## src/rtl/fla_pkg.sv

```systemverilog
package fla_pkg;

    // Pool geometry.
    localparam int POOL_SLOTS = 16;
    localparam int IDX_W      = (POOL_SLOTS > 1) ? $clog2(POOL_SLOTS) : 1;
    localparam int LINK_W     = $clog2(POOL_SLOTS + 1);
    localparam int CNT_W      = $clog2(POOL_SLOTS + 1);

    // Item field widths.
    localparam int SLOT_W    = 4;
    localparam int GRANT_W   = 4;
    localparam int FREE_W    = 5;
    localparam int S_TDATA_W = 8;
    localparam int M_TDATA_W = 16;

    localparam logic OP_ACQUIRE = 1'b0;
    localparam logic OP_RELEASE = 1'b1;

    typedef enum logic [1:0] {
        STS_OK        = 2'd0,
        STS_EXHAUSTED = 2'd1,
        STS_BAD_INDEX = 2'd2
    } t_status;

    // Commands from the controller to the datapath.
    typedef struct packed {
        logic    upd_release;  // push the item's slot onto the list
        logic    upd_acquire;  // pop the head using the link read last cycle
        logic    load_out;     // capture a result into the output register
        t_status out_status;
    } t_dp_cmd;

    // Status from the datapath to the controller.
    typedef struct packed {
        logic head_empty;
        logic rel_bad;
    } t_dp_sts;

endpackage

```

## src/rtl/fla_ram.sv

```systemverilog
module fla_ram #(
    parameter int WIDTH = 8,
    parameter int DEPTH = 16
) (
    input  logic                                     i_clk,
    input  logic                                     i_wr_en,
    input  logic [((DEPTH > 1) ? $clog2(DEPTH) : 1)-1:0] i_wr_addr,
    input  logic [WIDTH-1:0]                         i_wr_data,
    input  logic [((DEPTH > 1) ? $clog2(DEPTH) : 1)-1:0] i_rd_addr,
    output logic [WIDTH-1:0]                         o_rd_data
);

    logic [WIDTH-1:0] r_mem [DEPTH];
    logic [WIDTH-1:0] r_rd_data;

    always_ff @(posedge i_clk) begin
        if (i_wr_en) begin
            r_mem[i_wr_addr] <= i_wr_data;
        end
        r_rd_data <= r_mem[i_rd_addr];
    end

    assign o_rd_data = r_rd_data;

endmodule

```

## src/rtl/fla_datapath.sv

```systemverilog
module fla_datapath (
    input  logic                      i_clk,
    input  logic                      i_rst_n,
    input  fla_pkg::t_dp_cmd          i_cmd,
    input  logic [fla_pkg::SLOT_W-1:0] i_slot,
    output fla_pkg::t_dp_sts          o_sts,
    output fla_pkg::t_status          o_status,
    output logic [fla_pkg::GRANT_W-1:0] o_granted,
    output logic [fla_pkg::FREE_W-1:0]  o_free
);
    import fla_pkg::*;

    logic [LINK_W-1:0]  r_head, n_head;
    logic [CNT_W-1:0]   r_used, n_used;
    logic [POOL_SLOTS-1:0] r_link_vld;
    logic               r_rd_vld;
    logic [LINK_W-1:0]  rd_link;
    logic [LINK_W-1:0]  next_link;
    logic [IDX_W-1:0]   head_idx;
    logic [IDX_W-1:0]   slot_idx;
    t_status            r_status;
    logic [GRANT_W-1:0] r_granted, n_granted;
    logic [FREE_W-1:0]  r_free;

    assign head_idx = r_head[IDX_W-1:0];
    assign slot_idx = IDX_W'(i_slot);

    assign o_sts.head_empty = (r_head >= LINK_W'(POOL_SLOTS));
    assign o_sts.rel_bad    = (32'(i_slot) >= POOL_SLOTS);

    // The link table reads at the head every cycle; an entry never written
    // since reset is read as its reset link, the next slot up.
    fla_ram #(
        .WIDTH(LINK_W),
        .DEPTH(POOL_SLOTS)
    ) u_link_ram (
        .i_clk    (i_clk),
        .i_wr_en  (i_cmd.upd_release),
        .i_wr_addr(slot_idx),
        .i_wr_data(r_head),
        .i_rd_addr(head_idx),
        .o_rd_data(rd_link)
    );

    assign next_link = r_rd_vld ? rd_link : (r_head + LINK_W'(1));

    always_comb begin
        n_head    = r_head;
        n_used    = r_used;
        n_granted = '0;
        if (i_cmd.upd_release) begin
            n_head = LINK_W'(i_slot);
            if (r_used != '0) begin
                n_used = r_used - CNT_W'(1);
            end
        end else if (i_cmd.upd_acquire) begin
            n_head    = next_link;
            n_granted = GRANT_W'(r_head);
            if (r_used < CNT_W'(POOL_SLOTS)) begin
                n_used = r_used + CNT_W'(1);
            end
        end
    end

    always_ff @(posedge i_clk) begin
        if (!i_rst_n) begin
            r_head     <= '0;
            r_used     <= '0;
            r_link_vld <= '0;
            r_rd_vld   <= 1'b0;
        end else begin
            r_head   <= n_head;
            r_used   <= n_used;
            r_rd_vld <= r_link_vld[head_idx];
            if (i_cmd.upd_release) begin
                r_link_vld[slot_idx] <= 1'b1;
            end
        end
    end

    always_ff @(posedge i_clk) begin
        if (i_cmd.load_out) begin
            r_status  <= i_cmd.out_status;
            r_granted <= n_granted;
            r_free    <= FREE_W'(CNT_W'(POOL_SLOTS) - n_used);
        end
    end

    assign o_status  = r_status;
    assign o_granted = r_granted;
    assign o_free    = r_free;

endmodule

```

## src/rtl/fla_ctrl.sv

```systemverilog
module fla_ctrl (
    input  logic             i_clk,
    input  logic             i_rst_n,
    input  logic             i_in_valid,
    input  logic             i_opcode,
    output logic             o_in_ready,
    output logic             o_out_valid,
    input  logic             i_out_ready,
    input  fla_pkg::t_dp_sts i_sts,
    output fla_pkg::t_dp_cmd o_cmd
);
    import fla_pkg::*;

    typedef enum logic [1:0] {
        S_IDLE = 2'b01,
        S_READ = 2'b10
    } t_state;

    t_state r_state, n_state;
    logic   r_out_vld, n_out_vld;
    logic   out_free;
    logic   accept;

    assign out_free   = !r_out_vld || i_out_ready;
    assign o_in_ready = (r_state == S_IDLE) && out_free;
    assign accept     = i_in_valid && o_in_ready;

    always_comb begin
        n_state          = r_state;
        o_cmd.upd_release = 1'b0;
        o_cmd.upd_acquire = 1'b0;
        o_cmd.load_out    = 1'b0;
        o_cmd.out_status  = STS_OK;
        case (r_state)
            S_IDLE: begin
                if (accept) begin
                    if (i_opcode == OP_ACQUIRE) begin
                        if (i_sts.head_empty) begin
                            o_cmd.load_out   = 1'b1;
                            o_cmd.out_status = STS_EXHAUSTED;
                        end else begin
                            n_state = S_READ;
                        end
                    end else if (i_sts.rel_bad) begin
                        o_cmd.load_out   = 1'b1;
                        o_cmd.out_status = STS_BAD_INDEX;
                    end else begin
                        o_cmd.upd_release = 1'b1;
                        o_cmd.load_out    = 1'b1;
                    end
                end
            end
            S_READ: begin
                if (out_free) begin
                    o_cmd.upd_acquire = 1'b1;
                    o_cmd.load_out    = 1'b1;
                    n_state           = S_IDLE;
                end
            end
            default: begin
                n_state = S_IDLE;
            end
        endcase
    end

    always_comb begin
        n_out_vld = r_out_vld;
        if (o_cmd.load_out) begin
            n_out_vld = 1'b1;
        end else if (i_out_ready) begin
            n_out_vld = 1'b0;
        end
    end

    always_ff @(posedge i_clk) begin
        if (!i_rst_n) begin
            r_state   <= S_IDLE;
            r_out_vld <= 1'b0;
        end else begin
            r_state   <= n_state;
            r_out_vld <= n_out_vld;
        end
    end

    assign o_out_valid = r_out_vld;

endmodule

```

## src/rtl/free_list_slot_allocator_unit.sv

```systemverilog
// Free-list slot allocator for a pool of POOL_SLOTS slots.
//
// Requests arrive on the s_axis channel. tuser carries the opcode (acquire
// or release) and tdata carries the slot being returned by a release.
// Results leave on the m_axis channel, exactly one item per request, in
// request order. tuser carries the status (ok, pool exhausted, bad index)
// and tdata carries the granted slot and the count of free slots.
//
// A release or a refused request loads its result at acceptance: the result is in the output
// register on the cycle after the request is accepted. A successful acquire also passes through
// S_READ, because the link of the head slot comes from the link table RAM with a registered read
// before the new head is known. The block works on one request at a time, so releases flow at
// one item per cycle while the receiver keeps up; an acquire ends before the next is taken.
//
// At reset the whole pool is free, the head is slot zero and each slot links to the next. The
// link table is not swept: a valid bit per entry marks entries written since reset, and an
// unwritten entry reads as its reset link. The block is ready as soon as reset is released.
//
// When the receiver stalls, the result holds in the output register and the
// block accepts one more request only once that register can be reloaded.
module free_list_slot_allocator_unit (
    input  logic                             i_clk,
    input  logic                             i_rst_n,
    // Request channel.
    input  logic                             i_s_axis_tvalid,
    output logic                             o_s_axis_tready,
    input  logic [fla_pkg::S_TDATA_W-1:0]    i_s_axis_tdata,  // [3:0] release_slot
    input  logic                             i_s_axis_tuser,  // [0] opcode
    // Result channel.
    output logic                             o_m_axis_tvalid,
    input  logic                             i_m_axis_tready,
    output logic [fla_pkg::M_TDATA_W-1:0]    o_m_axis_tdata,  // [3:0] granted_slot,
                                                              // [8:4] free_slots
    output logic [1:0]                       o_m_axis_tuser   // [1:0] status
);
    import fla_pkg::*;

    t_dp_cmd            cmd;
    t_dp_sts            sts;
    t_status            status;
    logic [GRANT_W-1:0] granted;
    logic [FREE_W-1:0]  free_cnt;

    // The controller sequences each request and owns the result valid flag.
    fla_ctrl u_ctrl (
        .i_clk      (i_clk),
        .i_rst_n    (i_rst_n),
        .i_in_valid (i_s_axis_tvalid),
        .i_opcode   (i_s_axis_tuser),
        .o_in_ready (o_s_axis_tready),
        .o_out_valid(o_m_axis_tvalid),
        .i_out_ready(i_m_axis_tready),
        .i_sts      (sts),
        .o_cmd      (cmd)
    );

    // The datapath holds the head, the used count, the link table and the
    // result payload.
    fla_datapath u_dp (
        .i_clk    (i_clk),
        .i_rst_n  (i_rst_n),
        .i_cmd    (cmd),
        .i_slot   (i_s_axis_tdata[SLOT_W-1:0]),
        .o_sts    (sts),
        .o_status (status),
        .o_granted(granted),
        .o_free   (free_cnt)
    );

    assign o_m_axis_tdata = {{(M_TDATA_W - GRANT_W - FREE_W){1'b0}}, free_cnt, granted};
    assign o_m_axis_tuser = status;

endmodule

```

## config.mk

```make
export PLATFORM = sky130hd
export DESIGN_NAME = free_list_slot_allocator_unit
export DESIGN_NICKNAME = d
export VERILOG_FILES = /design/src/rtl/fla_pkg.sv /design/src/rtl/fla_ram.sv /design/src/rtl/fla_datapath.sv /design/src/rtl/fla_ctrl.sv /design/src/rtl/free_list_slot_allocator_unit.sv
export SDC_FILE = /design/constraint.sdc
export NUM_CORES = 1
export LEC_CHECK = 0
export ABC_AREA = 0
export BUFFER_PORTS_ARGS = -buffer_cell sky130_fd_sc_hd__buf_4
export CAP_MARGIN = 20
export CORE_MARGIN = 4
export CORE_UTILIZATION = 30
export CTS_CLUSTER_SIZE = 12
export DETAILED_ROUTE_END_ITERATION = 10
export PLACE_DENSITY = 0.51
export SLEW_MARGIN = 25
export SYNTH_ARGS = -nofsm -noshare
export SYNTH_HDL_FRONTEND = slang
export SYNTH_SLANG_ARGS = --single-unit
```

## constraint.sdc

```tcl
create_clock -name i_clk -period 3.7 [get_ports i_clk]
set_input_delay 0.555 -clock i_clk [delete_from_list [all_inputs] [get_ports i_clk]]
set_output_delay 0.555 -clock i_clk [all_outputs]
set_load 0.02 [all_outputs]
```

# After elaboration in Yosys (flattened, before gate mapping)
# Memories as Yosys holds them, arrays and structs flattened. A register that Yosys moved wholly into a read port is not among the register bits.
# Cells that the tools add are included.
# W data, S select, Z words.
# totals
word_cells,72
memories,1
out_inout_bits,20
in_bits,13
mem_bits_rw,80
reg_bits,41
# mem_list
memory,words,width,read_ports,rd_clocked_by_memory_dff,wr,line_no,text
u_dp.u_link_ram.r_mem,16,5,1,1,1,fla_ram.sv:13,logic [WIDTH-1:0] r_mem [DEPTH];
# op_classes
magnitude_cmp,5
bitwise,5
n_eq_ne,6
n_reduce_logical,12
addsub,4
muxes,29
# op_table
op,count
$mux W5,5
$or A16 B16 Y16,1
$add A5 B1 Y5 const B,2
$lt A4 B5 Y1 const B,2
$mux W1,10
$mux W2,5
$mux W3,3
$mux W4,2
$ge A5 B5 Y1 const B,1
$lt A5 B5 Y1 const B,1
$reduce_bool A5 Y1,1
$sub A5 B1 Y5 const B,1
$sub A5 B5 Y5 const A,1
$bmux W1 S4,1
$demux W1 S4,1
$ge A4 B1 Y1 const B,1
$ne A2 B1 Y1 const B,2
$ne A2 B2 Y1 const B,2
$not A1 Y1,4
$pmux W2 S2,1
$reduce_and A4 Y1,1
$reduce_bool A2 Y1,2
$reduce_or A2 Y1,2
$logic_and A1 B1 Y1,3
other kinds (6),6

# Logic depth before layout (Yosys ltp)
# depth
word_depth,8
mapped_depth,12
depth_no_buf,11

# Hierarchy
# A second synthesis with hierarchy kept.
# hier_totals
cells_unflattened,381
area_unflattened_um2,5400.2
# by_module_without_submodules
mod,cells_per_inst,instances,area_per_inst_um2
fla_ram,155,1,3213.1
fla_datapath,188,1,1866.8
fla_ctrl,30,1,264.0
free_list_slot_allocator_unit,8,1,56.3

# Least setup slack after synthesis
# No wires, ideal clock.
# synth_timing
kind,register -> register
startpoint,register u_ctrl.r_state[1]
endpoint,"register u_dp.r_free[4] (netlist: u_dp.o_free[4]), data pin"
setup_ps,262
period_less_slack_ps,2292
arrival_time_ps,2029
slack_ps,1408
stages_incl_launch_ff,13
n_path_buf,1
cell_sequence,dfxtp_1 > inv_1 > ha_1 > and3_1 > buf_6 > nor4b_4 > a21oi_2 > a221o_1 > inv_1 > ha_1 > inv_1 > nor3b_2 > xor2_1
# synth_via
elab_chain_cells,7
# synth_lines
item,line_no,text
start: declaration,fla_ctrl.sv:19,"t_state r_state, n_state;"
start signal: assignment,fla_ctrl.sv:80,r_state <= n_state;
$eq A2 B1 Y1,"fla_ctrl.sv:25, fla_ctrl.sv:34",
$logic_and A1 B1 Y1,fla_ctrl.sv:25,assign o_in_ready = (r_state == S_IDLE) && out_free;
$logic_and A1 B1 Y1,fla_ctrl.sv:26,assign accept = i_in_valid && o_in_ready;
$mux W1,fla_ctrl.sv:36,if (accept) begin
$mux W1,fla_ctrl.sv:34,case (r_state)
$mux W5 *,fla_datapath.sv:51,if (i_cmd.upd_release) begin
$sub A5 B5 Y5 *,fla_datapath.sv:85,r_free <= FREE_W'(CNT_W'(POOL_SLOTS) - n_used);
end signal: assignment,fla_datapath.sv:85,
end: declaration,fla_datapath.sv:23,logic [FREE_W-1:0] r_free;
# Mark *: on every way between the ends. The rest lies on a longest branch, timed or not.
# A chain may end at the register's enable or synchronous reset.

# Worst setup path in the final report
# Same ends and word-level chain as after synthesis.

==> impl_metrics.env <==
export IMPL_status="finished, final reports clean"
export IMPL_cts_root_buffer="clkbuf_16"
export IMPL_worst_ep_arrival_time_ps=2680
export IMPL_holdWs_ps=450
export IMPL_yosysUniqueCellTypes=44
export IMPL_yosys_register_bits=125
export IMPL_p_per_area_nw_per_um2=565
export IMPL_p_leak_uw=0.00216
export IMPL_die_y_um=140
export IMPL_drt_iter0_markers=269
export IMPL_p_sw_frac=0.214
export IMPL_final_setup_worst_slack_ps=1180
export IMPL_worstReg2RegStart="u_ctrl.r_state[1]$_SDFFE_PN0P_"
export IMPL_core_um2=16800
export IMPL_ys_seq_area_frac=0.655
export IMPL_fin_crit_sh=0.682
export IMPL_worst_r2r_setup_slack_ps=1180
export IMPL_drt_pass1_iter_count=4
export IMPL_post_dp_hpwl_mm=6.74
export IMPL_combPwrFrac=0.078
export IMPL_final_util=0.369
export IMPL_syn_area_um2=5190
export IMPL_max_freq_mhz=396
export IMPL_die_area_um2=19500
export IMPL_fillCellCount=1592
export IMPL_synth_top_area_cell="edfxtp_1"
export IMPL_min_to="u_ctrl.r_state[0]$_SDFFE_PN1P_"
export IMPL_num_io_pins=33
export IMPL_p_int_uw=2750
export IMPL_place_ws_ps=918
export IMPL_fp_dieW_um=140
export IMPL_cp_data_required_time_ps=3850
export IMPL_synth_top_area_share=0.520
export IMPL_final_common_cell="edfxtp_1"
export IMPL_hold_class="in -> reg"
export IMPL_track_usage=0.112
export IMPL_gp_congestion=0.741
export IMPL_layout_common_cells="edfxtp_1 (90), buf_4 (33), dfxtp_1 (33)"
export IMPL_power_uw=3500
export IMPL_max_cap_violations=0
export IMPL_setup_tns_final_ps=0
export IMPL_grt_pass1_wl_mm=16.5
export IMPL_cts_tree="done"
export IMPL_start_kind="register"
export IMPL_syn_to_final_growth_pct=19.2
export IMPL_synth_top_cells_by_area="edfxtp_1 (52%), dfxtp_1 (13%), mux4_2 (10%)"
export IMPL_rsz0062_at_grt="no"
export IMPL_drive_gt1_frac=0.240
export IMPL_avgSynthCellArea_um2=15.1
export IMPL_h_tree_depth=4
export IMPL_worstSetupPathType="reg -> reg"
export IMPL_grt_pass1_vias=2864
export IMPL_max_vdd_ir_drop_mv=0.333
export IMPL_rows=47
export IMPL_cts_buffers=17
export IMPL_hp_start="i_s_axis_tuser"
export IMPL_seqPwrFrac=0.452
export IMPL_via_per_inst=4.68
export IMPL_syn_inst=345
export IMPL_clkPwrFrac=0.470
export IMPL_relSlewSlack=0.416
export IMPL_io_buffer_count=20
export IMPL_clock_skew_ps=15.1
export IMPL_wl_per_cell_um=17.1
export IMPL_setup_violations=0
export IMPL_antenna_cells=0
export IMPL_drc=0
export IMPL_start_util=0.310
export IMPL_min_path_cells=3
export IMPL_grt_antenna_before_repair=0
export IMPL_regArea_um2=3410
export IMPL_clock_sinks=125
export IMPL_slew_violations=0
export IMPL_hold_viol_final=0
export IMPL_clk_latency_ps=420
export IMPL_ant_nets=0
export IMPL_path_max_fanout=6
export IMPL_wl_mm=10.4
export IMPL_grt_max_degree=38
export IMPL_clk_pin_slew_ps=60
export IMPL_grt_ovfl_total=0
export IMPL_end_kind="register"
export IMPL_regToRegEndpoint="u_dp.o_free[4]$_DFFE_PP_"
export IMPL_period_minus_slack_ps=2520
export IMPL_netSwitchingPower_uw=749
export IMPL_cts_hold_buf=0
export IMPL_num_vias=2861
export IMPL_final_nets=398
export IMPL_multi_input_area_um2=1640
export IMPL_postCtsSetupBuffers=0
export IMPL_worstMarginPinSlew_ps=873
export IMPL_cts_resized_gates=0
export IMPL_cts_buffer_depth=2
export IMPL_reg2reg_depth=11
export IMPL_yosys_warnings=0
## flip-flops by register name, indices dropped and copies added, names as in the netlist
| signal | cells |
|---|---|
| u_dp.u_link_ram.o_rd_data | 5 |
| u_dp.r_used | 5 |
| u_dp.u_link_ram.r_mem | 80 |
| u_dp.o_status | 1 |
| u_ctrl.r_state | 2 |
| u_dp.r_link_vld | 16 |
| u_dp.o_granted | 4 |
| u_dp.r_rd_vld | 1 |
| u_dp.r_head | 5 |
| u_ctrl.o_out_valid | 1 |
| u_dp.o_free | 5 |
## cell type report
class,instances,share of cell area
flip-flops and latches,125,0.550
well taps,220,0.0445
multi-input cells,191,0.264
clock inverters,9,0.0194
inverters,10,0.00606
clock buffers,23,0.0756
repair buffers,33,0.0400
## cells in the mapped netlist, drive strengths merged
cell type,count
a211oi,5
a21boi,1
a21oi,15
a221o,1
a31oi,2
a41oi,1
and2,12
and3,2
and4,1
buf,13
clkbuf,13
conb,1
dfxtp,35
edfxtp,90
ha,7
inv,10
mux2,2
mux2i,7
mux4,24
nand2,13
nand2b,3
nand3,6
nand3b,1
nor2,16
nor2b,3
nor3,9
nor3b,4
nor4,4
nor4b,2
o211a,1
o21a,18
o21ai,10
o21bai,1
o22ai,4
o2bb2ai,1
or4b,1
xnor2,3
xor2,3
## power by group through the flow
stage,clock [µW],sequential (µW),combinational [µW]
finish,1640,1580,273
global route,1740,1590,299
CTS,1680,1580,278
detailed placement,0,1610,278
global placement,0,1610,277
floorplan,0,1610,195
## cell families after synthesis
kind of cell | synth area share
adders and majority gates | 0.0169
other | 0.000722
DFF | 0.655
AOI/OAI and AO/OA | 0.0754
buffers and inverters | 0.0347
and+or+nand+nor | 0.0848
muxes | 0.122
xor gates and xnor gates | 0.0101
## worst max path at each step
stage,cells after the start,endpoint,startpoint,slack [ps]
2_1_floorplan,12,u_dp.o_free[4]$_DFFE_PP_,u_ctrl.r_state[1]$_SDFFE_PN0P_,1410
3_3_place_gp,10,u_dp.o_free[4]$_DFFE_PP_,i_m_axis_tready,930
3_5_place_dp,10,u_dp.o_free[4]$_DFFE_PP_,i_m_axis_tready,920
4_1_cts,11,u_dp.o_free[4]$_DFFE_PP_,u_ctrl.r_state[1]$_SDFFE_PN0P_,1170
5_1_grt,7,u_dp.o_free[0]$_DFFE_PP_,u_ctrl.r_state[1]$_SDFFE_PN0P_,930
6_report,11,u_dp.o_free[4]$_DFFE_PP_,u_ctrl.r_state[1]$_SDFFE_PN0P_,1180
## stage by stage
stage / instances / instance area [µm²]
2_1_floorplan: 352 / 5220
3_3_place_gp: 579 / 5600
3_5_place_dp: 579 / 5600
5_1_grt: 611 / 6190
6_report: 611 / 6190
4_1_cts: 611 / 6190
## critical path: stages, from the launching register on
cell and delay, ps:
dfxtp_1 320, inv_1 50, ha_1 220, nand3_1 220, nor2_1 420, a21oi_2 120, a221o_1 360, inv_1 70
ha_1 140, inv_1 60, nor3b_2 190, xor2_1 80
## per-layer routing
metal | global-route usage | vias up | share of wire
met3 | 0.0305 | 10 | 0.040
met2 | 0.171 | 60 | 0.47
met1 | 0.150 | 1417 | 0.48
li1 | - | 1374 | -
met5 | 0 | - | 0
met4 | 0.0474 | 0 | 0.014
Power figures use the tool's default switching activity.
